===== config.mk =====
export PLATFORM = sky130hd
export DESIGN_NAME = rmq_ctrl
export DESIGN_NICKNAME = d
export VERILOG_FILES = /design/src/design/rmq_pkg.sv /design/src/design/rmq_ctrl.sv
export SDC_FILE = /design/constraint.sdc
export NUM_CORES = 1
export LEC_CHECK = 0
export ABC_AREA = 1
export CORE_AREA = 2 2 39 41
export DETAILED_ROUTE_END_ITERATION = 6
export DIE_AREA = 0 0 41 43
export DONT_BUFFER_PORTS = 1
export PLACE_DENSITY = 0.57
export SYNTH_ARGS = -nofsm -noshare
export SYNTH_HDL_FRONTEND = slang
export SYNTH_SLANG_ARGS = --single-unit

===== constraint.sdc =====
create_clock -name i_clk -period 1.17 [get_ports i_clk]
set_input_delay 0.234 -clock i_clk [delete_from_list [all_inputs] [get_ports i_clk]]
set_output_delay 0.234 -clock i_clk [all_outputs]
set_load 0.05 [all_outputs]

===== src/design/rmq_pkg.sv =====
// shared types, constants and handshake structs for the range mode query engine
// depends on nothing; used by rmq_ctrl, rmq_datapath and range_mode_query_engine
`timescale 1ns / 1ps

package rmq_pkg;

    localparam int MAX_ITEMS  = 4096;
    localparam int VALUE_BITS = 32;
    localparam int IDX_W      = $clog2(MAX_ITEMS);
    localparam int CNT_W      = IDX_W + 1;
    localparam int NODE_W     = IDX_W + 1;
    localparam int LVL_W      = $clog2(IDX_W + 1);

    localparam logic [1:0] OP_NEW    = 2'd0;
    localparam logic [1:0] OP_APPEND = 2'd1;
    localparam logic [1:0] OP_QUERY  = 2'd2;

    localparam logic [1:0] ST_OK        = 2'd0;
    localparam logic [1:0] ST_FULL      = 2'd1;
    localparam logic [1:0] ST_BAD_RANGE = 2'd2;
    localparam logic [1:0] ST_NO_DATA   = 2'd3;

    typedef struct packed {
        logic [1:0]         opcode;
        logic signed [31:0] value;
        logic [11:0]        left_index;
        logic [11:0]        right_index;
    } t_in_item;

    typedef struct packed {
        logic [12:0] frequency;
        logic [1:0]  status;
    } t_out_item;

    // commands from controller to datapath
    typedef struct packed {
        logic accept;
        logic decode;
        logic do_new;
        logic do_append;
        logic up_rd;
        logic up_wr;
        logic q_calc;
        logic t_acc;
    } t_cmd;

    // status from datapath to controller
    typedef struct packed {
        logic [1:0] op;
        logic       dec_err;
        logic       is_root;
        logic       need_tree;
        logic       l_lt_r;
    } t_stat;

endpackage


===== src/design/rmq_ctrl.sv =====
// controller state machine of the range mode query engine
// depends on rmq_pkg for the command and status structs
`timescale 1ns / 1ps

module rmq_ctrl (
    input  logic          i_clk,
    input  logic          i_rst_n,
    input  logic          start,
    input  rmq_pkg::t_stat i_stat,
    output rmq_pkg::t_cmd  o_cmd,
    output logic          busy,
    output logic          o_valid
);

    typedef enum logic [8:0] {
        S_IDLE   = 9'b000000001,
        S_DECODE = 9'b000000010,
        S_UP_RD  = 9'b000000100,
        S_UP_WR  = 9'b000001000,
        S_Q_EDGE = 9'b000010000,
        S_T_RD   = 9'b000100000,
        S_T_ACC  = 9'b001000000,
        S_DONE   = 9'b010000000,
        S_SPARE  = 9'b100000000
    } t_state;

    t_state r_state, n_state;

    always_comb begin
        n_state = r_state;
        o_cmd   = '0;
        case (r_state)
            S_IDLE: begin
                if (start) begin
                    o_cmd.accept = 1'b1;
                    n_state      = S_DECODE;
                end
            end
            S_DECODE: begin
                o_cmd.decode = 1'b1;
                case (i_stat.op)
                    rmq_pkg::OP_NEW: begin
                        o_cmd.do_new = 1'b1;
                        n_state      = S_UP_RD;
                    end
                    rmq_pkg::OP_APPEND: begin
                        if (i_stat.dec_err) begin
                            n_state = S_DONE;
                        end else begin
                            o_cmd.do_append = 1'b1;
                            n_state         = S_UP_RD;
                        end
                    end
                    rmq_pkg::OP_QUERY: begin
                        n_state = i_stat.dec_err ? S_DONE : S_Q_EDGE;
                    end
                    default: begin
                        n_state = S_DONE;
                    end
                endcase
            end
            S_UP_RD: begin
                o_cmd.up_rd = 1'b1;
                n_state     = i_stat.is_root ? S_DONE : S_UP_WR;
            end
            S_UP_WR: begin
                o_cmd.up_wr = 1'b1;
                n_state     = S_UP_RD;
            end
            S_Q_EDGE: begin
                o_cmd.q_calc = 1'b1;
                n_state      = i_stat.need_tree ? S_T_RD : S_DONE;
            end
            S_T_RD: begin
                n_state = i_stat.l_lt_r ? S_T_ACC : S_DONE;
            end
            S_T_ACC: begin
                o_cmd.t_acc = 1'b1;
                n_state     = S_T_RD;
            end
            S_DONE: begin
                n_state = S_IDLE;
            end
            default: begin
                n_state = S_IDLE;
            end
        endcase
    end

    always_ff @(posedge i_clk) begin
        if (!i_rst_n) begin
            r_state <= S_IDLE;
        end else begin
            r_state <= n_state;
        end
    end

    assign busy    = (r_state != S_IDLE);
    assign o_valid = (r_state == S_DONE);

endmodule


==> run_results.csv <==
group,metric,value,unit
hold_path,hp-start,"i_stat[2]",
setup_path,r2r_start,"r_state[4]$_SDFFE_PN0P_",
grt,grt_pass1_wl,2.95,mm
setup_path,worstPathArrival,1.35,ns
setup_path,slowest_delay,0.33,ns
job,cap_violations,0,
synth,synth_top_area_frac,0.274,
place,portBuffers,0,
synth,synth-async-reset-ratio,0,
setup_path,cp_slowest_cell,"dfxtp_2",
detailed_routing,vias,736,
setup_path,crit_type,"reg2out",
detailed_routing,drt_first_pass_iters,4,
synth,syn_area,586,sq um
synth,yosysUniqueCellTypes,18,
clock_network,cts_max_level,1,
timing,worst_slew_pin_slew,0.349,ns
clock_network,clkSinkCount,8,
setup_path,cpMostUsedCell,"nand2_4",
power,vdd_ir_drop_max,0.546,mV
power,p_clk_frac,0.229,
grt,grt_use_met1,0.275,
power,leakage,0.536,nW
clock_network,clkSlewWorstSetupHoldPaths,0.06,ns
place,post-place-ws,-0.133,ns
timing,fin_crit_sh,1.35,
final_layout,nFillCells,61,
power,power_density,763,nW/um^2
detailed_routing,vias_per_cell,4.97,
synth,yosysTopAreaCell,"dfxtp_1",
clock_network,clk_latency,0.26,ns
final_layout,n_antenna_cell,0,
grt,track_usage,0.263,
timing,skew,0.00584,ns
grt,antenna_found_initial,0,
timing,fin_crit,1.58,ns
clock_network,cts_buffers,3,
synth,synth_common_cells,"nand2_1 (21), nor2_1 (16), inv_1 (13)",
power,switching_share,0.359,
synth,ys.flop_type,"dfxtp_1",
clock_network,clockBufferDepth,2,
grt,grt_max_degree,9,
floorplan,initial_utilization,0.423,
power,power,0.958,mW
setup_path,critPathCaptureType,"primary output",
grt,top_usage_layer,"met2",
power,p_int,0.614,mW
synth,ys_ff_latch,8,
setup_path,crit_start,"r_state[4]$_SDFFE_PN0P_",
timing,fin_setup_tns,-4.61,ns
synth,yosysWarnings,0,
grt,gr-total-overflow,0,
synth,ys_top_cells_by_area,"dfxtp_1 (27%), nand2_1 (13%), nor2_1 (10%)",
setup_path,crit_family,"simple AND/OR/NAND/NOR gates",
place,place_hpwl,1.19,mm
detailed_routing,drt_iter0_drc,8,
final_layout,area_growth,115,%
setup_path,crit_buf_inv,2,
place,dp.cells,132,
synth,synth_fp_nets,100,
power,p_switching,0.344,mW
final_layout,fin_cells,148,
final_layout,top_regs,"r_state: 8 flops",
timing,fmax,632,MHz
floorplan,die_w,41,microns
status,outcome,"complete, but fails checks",
timing,rsz0062_at_grt,"yes",
setup_path,crit_required,0.94,ns
synth,yosysMostFrequentCell,"nand2_1",
floorplan,ios,19,
detailed_routing,wl_per_cell,14.3,microns
final_layout,largest_reg_flops,8,
final_layout,drive_above_1_share,0.735,
place,place_congestion,0.777,
timing,relSlewSlack,0.767,
setup_path,cp-start-kind,"flop",
final_layout,top_register,"r_state",
hold_path,min_path_type,"in2reg",
setup_path,cp_cell_sequence,"nor2_4 -> nand2_4 -> inv_4 -> nand2_4 -> nor3_4 -> buf_12",
detailed_routing,postRouteAntennaNets,0,
power,seqPwrFrac,0.306,
grt,use_met2,0.447,
grt,gr-usage-met3,0.0785,
synth,synth_edf_count,0,
synth,synth.yosys.seq_area_share,0.274,
timing,setup_viol,15,
final_layout,final_area,1260,sq um
detailed_routing,drc,0,
synth,synthCells,91,
floorplan,fp-row-count,14,
setup_path,cp_max_fo,3,
floorplan,fp.dieH,43,microns
synth,syn_avg_cell_area,6.43,sq um
floorplan,core_area,1380,sq um
floorplan,dieArea,1760,sq um
power,combPwrFrac,0.465,
final_layout,fin_nets,143,
timing,slew_violations,0,
place,place_area,961,sq um
detailed_routing,wl,2.11,mm
timing,hold_viol,0,
grt,grt_pass1_vias,696,
status,violations,"negative setup slack",
clock_network,cts_tree,"done",
timing,setup_slack,-0.413,ns
clock_network,root_buffer,"clkbuf_4",
## worst reg2reg max path: cells and delay by family, from the launching register on
kind	cells	cell delay, ns
buf+inv	5	0.59
simple gates	7	0.54
flops	1	0.33
## metrics by stage
step / hold slack [ns] / utilization
final: 0.0216 / 0.908
after global routing: 0.0135 / 0.908
after detailed placement: 0.299 / 0.694
after CTS: 0.0240 / 0.835
after floorplan: 0.298 / -
after global placement: 0.299 / 0.694
## cell type report
type | count | area [sq um] | share of cell area
Inverter | 17 | 93.8 | 0.0747
Clock buffer | 3 | 22.5 | 0.0179
Multi-Input combinational cell | 66 | 536 | 0.426
Sequential cell | 8 | 178 | 0.141
Timing Repair Buffer | 38 | 407 | 0.324
Tap cell | 16 | 20.0 | 0.0159
## final timing paths
| kind | to | slack, ns | depth (start not counted) |
|---|---|---|---|
| setup / recovery | o_cmd[5] | -0.41 | 6 |
| hold / removal | r_state[3]$_SDFFE_PN0P_ | 0.02 | 1 |
| setup reg to reg | r_state[0]$_SDFFE_PN1P_ | -0.38 | 12 |
| hold reg to reg | r_state[1]$_SDFFE_PN0P_ | 0.62 | 3 |
## power by group through the flow
stage / Sequential [mW] / Clock [mW] / Combinational, mW
after floorplan: 0.298 / 0 / 0.208
after global placement: 0.298 / 0 / 0.360
after detailed placement: 0.299 / 0 / 0.363
after CTS: 0.291 / 0.226 / 0.423
after global routing: 0.295 / 0.234 / 0.470
final: 0.293 / 0.219 / 0.445
## kinds of logic (layout without fill, tap and decap cells)
family                 Yosys count  in the layout  synth area share
AOI/OAI and AO/OA                5              5            0.0555
buffers and inverters           17             58             0.113
DFF                              8              8             0.273
and+or+nand+nor                 61             61             0.558
## layer usage
| metal | share of wire | up-vias |
|---|---|---|
| met1 | 0.39 | 361 |
| met4 | 0.010 | 0 |
| met5 | 0 | - |
| met2 | 0.58 | 8 |
| met3 | 0.021 | 4 |
| li1 | - | 363 |
## cell usage in the layout (no fill, tap or decap), drive strengths merged
| cell type | netlist | layout |
|---|---|---|
| buf | 0 | 38 |
| nand2 | 27 | 27 |
| nor2 | 22 | 22 |
| inv | 17 | 14 |
| dfxtp | 8 | 8 |
| nand3 | 6 | 6 |
| clkbuf | 0 | 3 |
| nor3 | 3 | 3 |
| a21oi | 3 | 3 |
| clkinvlp | 0 | 2 |
| nor4 | 2 | 2 |
| clkinv | 0 | 1 |
| nand4 | 1 | 1 |
| o21ai | 1 | 1 |
| a211oi | 1 | 1 |
## timing repair
| item | in CTS | in global routing |
|---|---|---|
| setup buffers | 10 | 7 |
| endpoints found under the setup margin | 13 | 17 |
| hold buffers | 0 | 0 |
| gates resized for setup | 31 | 22 |
| pin swaps | 11 | 10 |
Note: power is estimated with default switching activity, not from simulation.
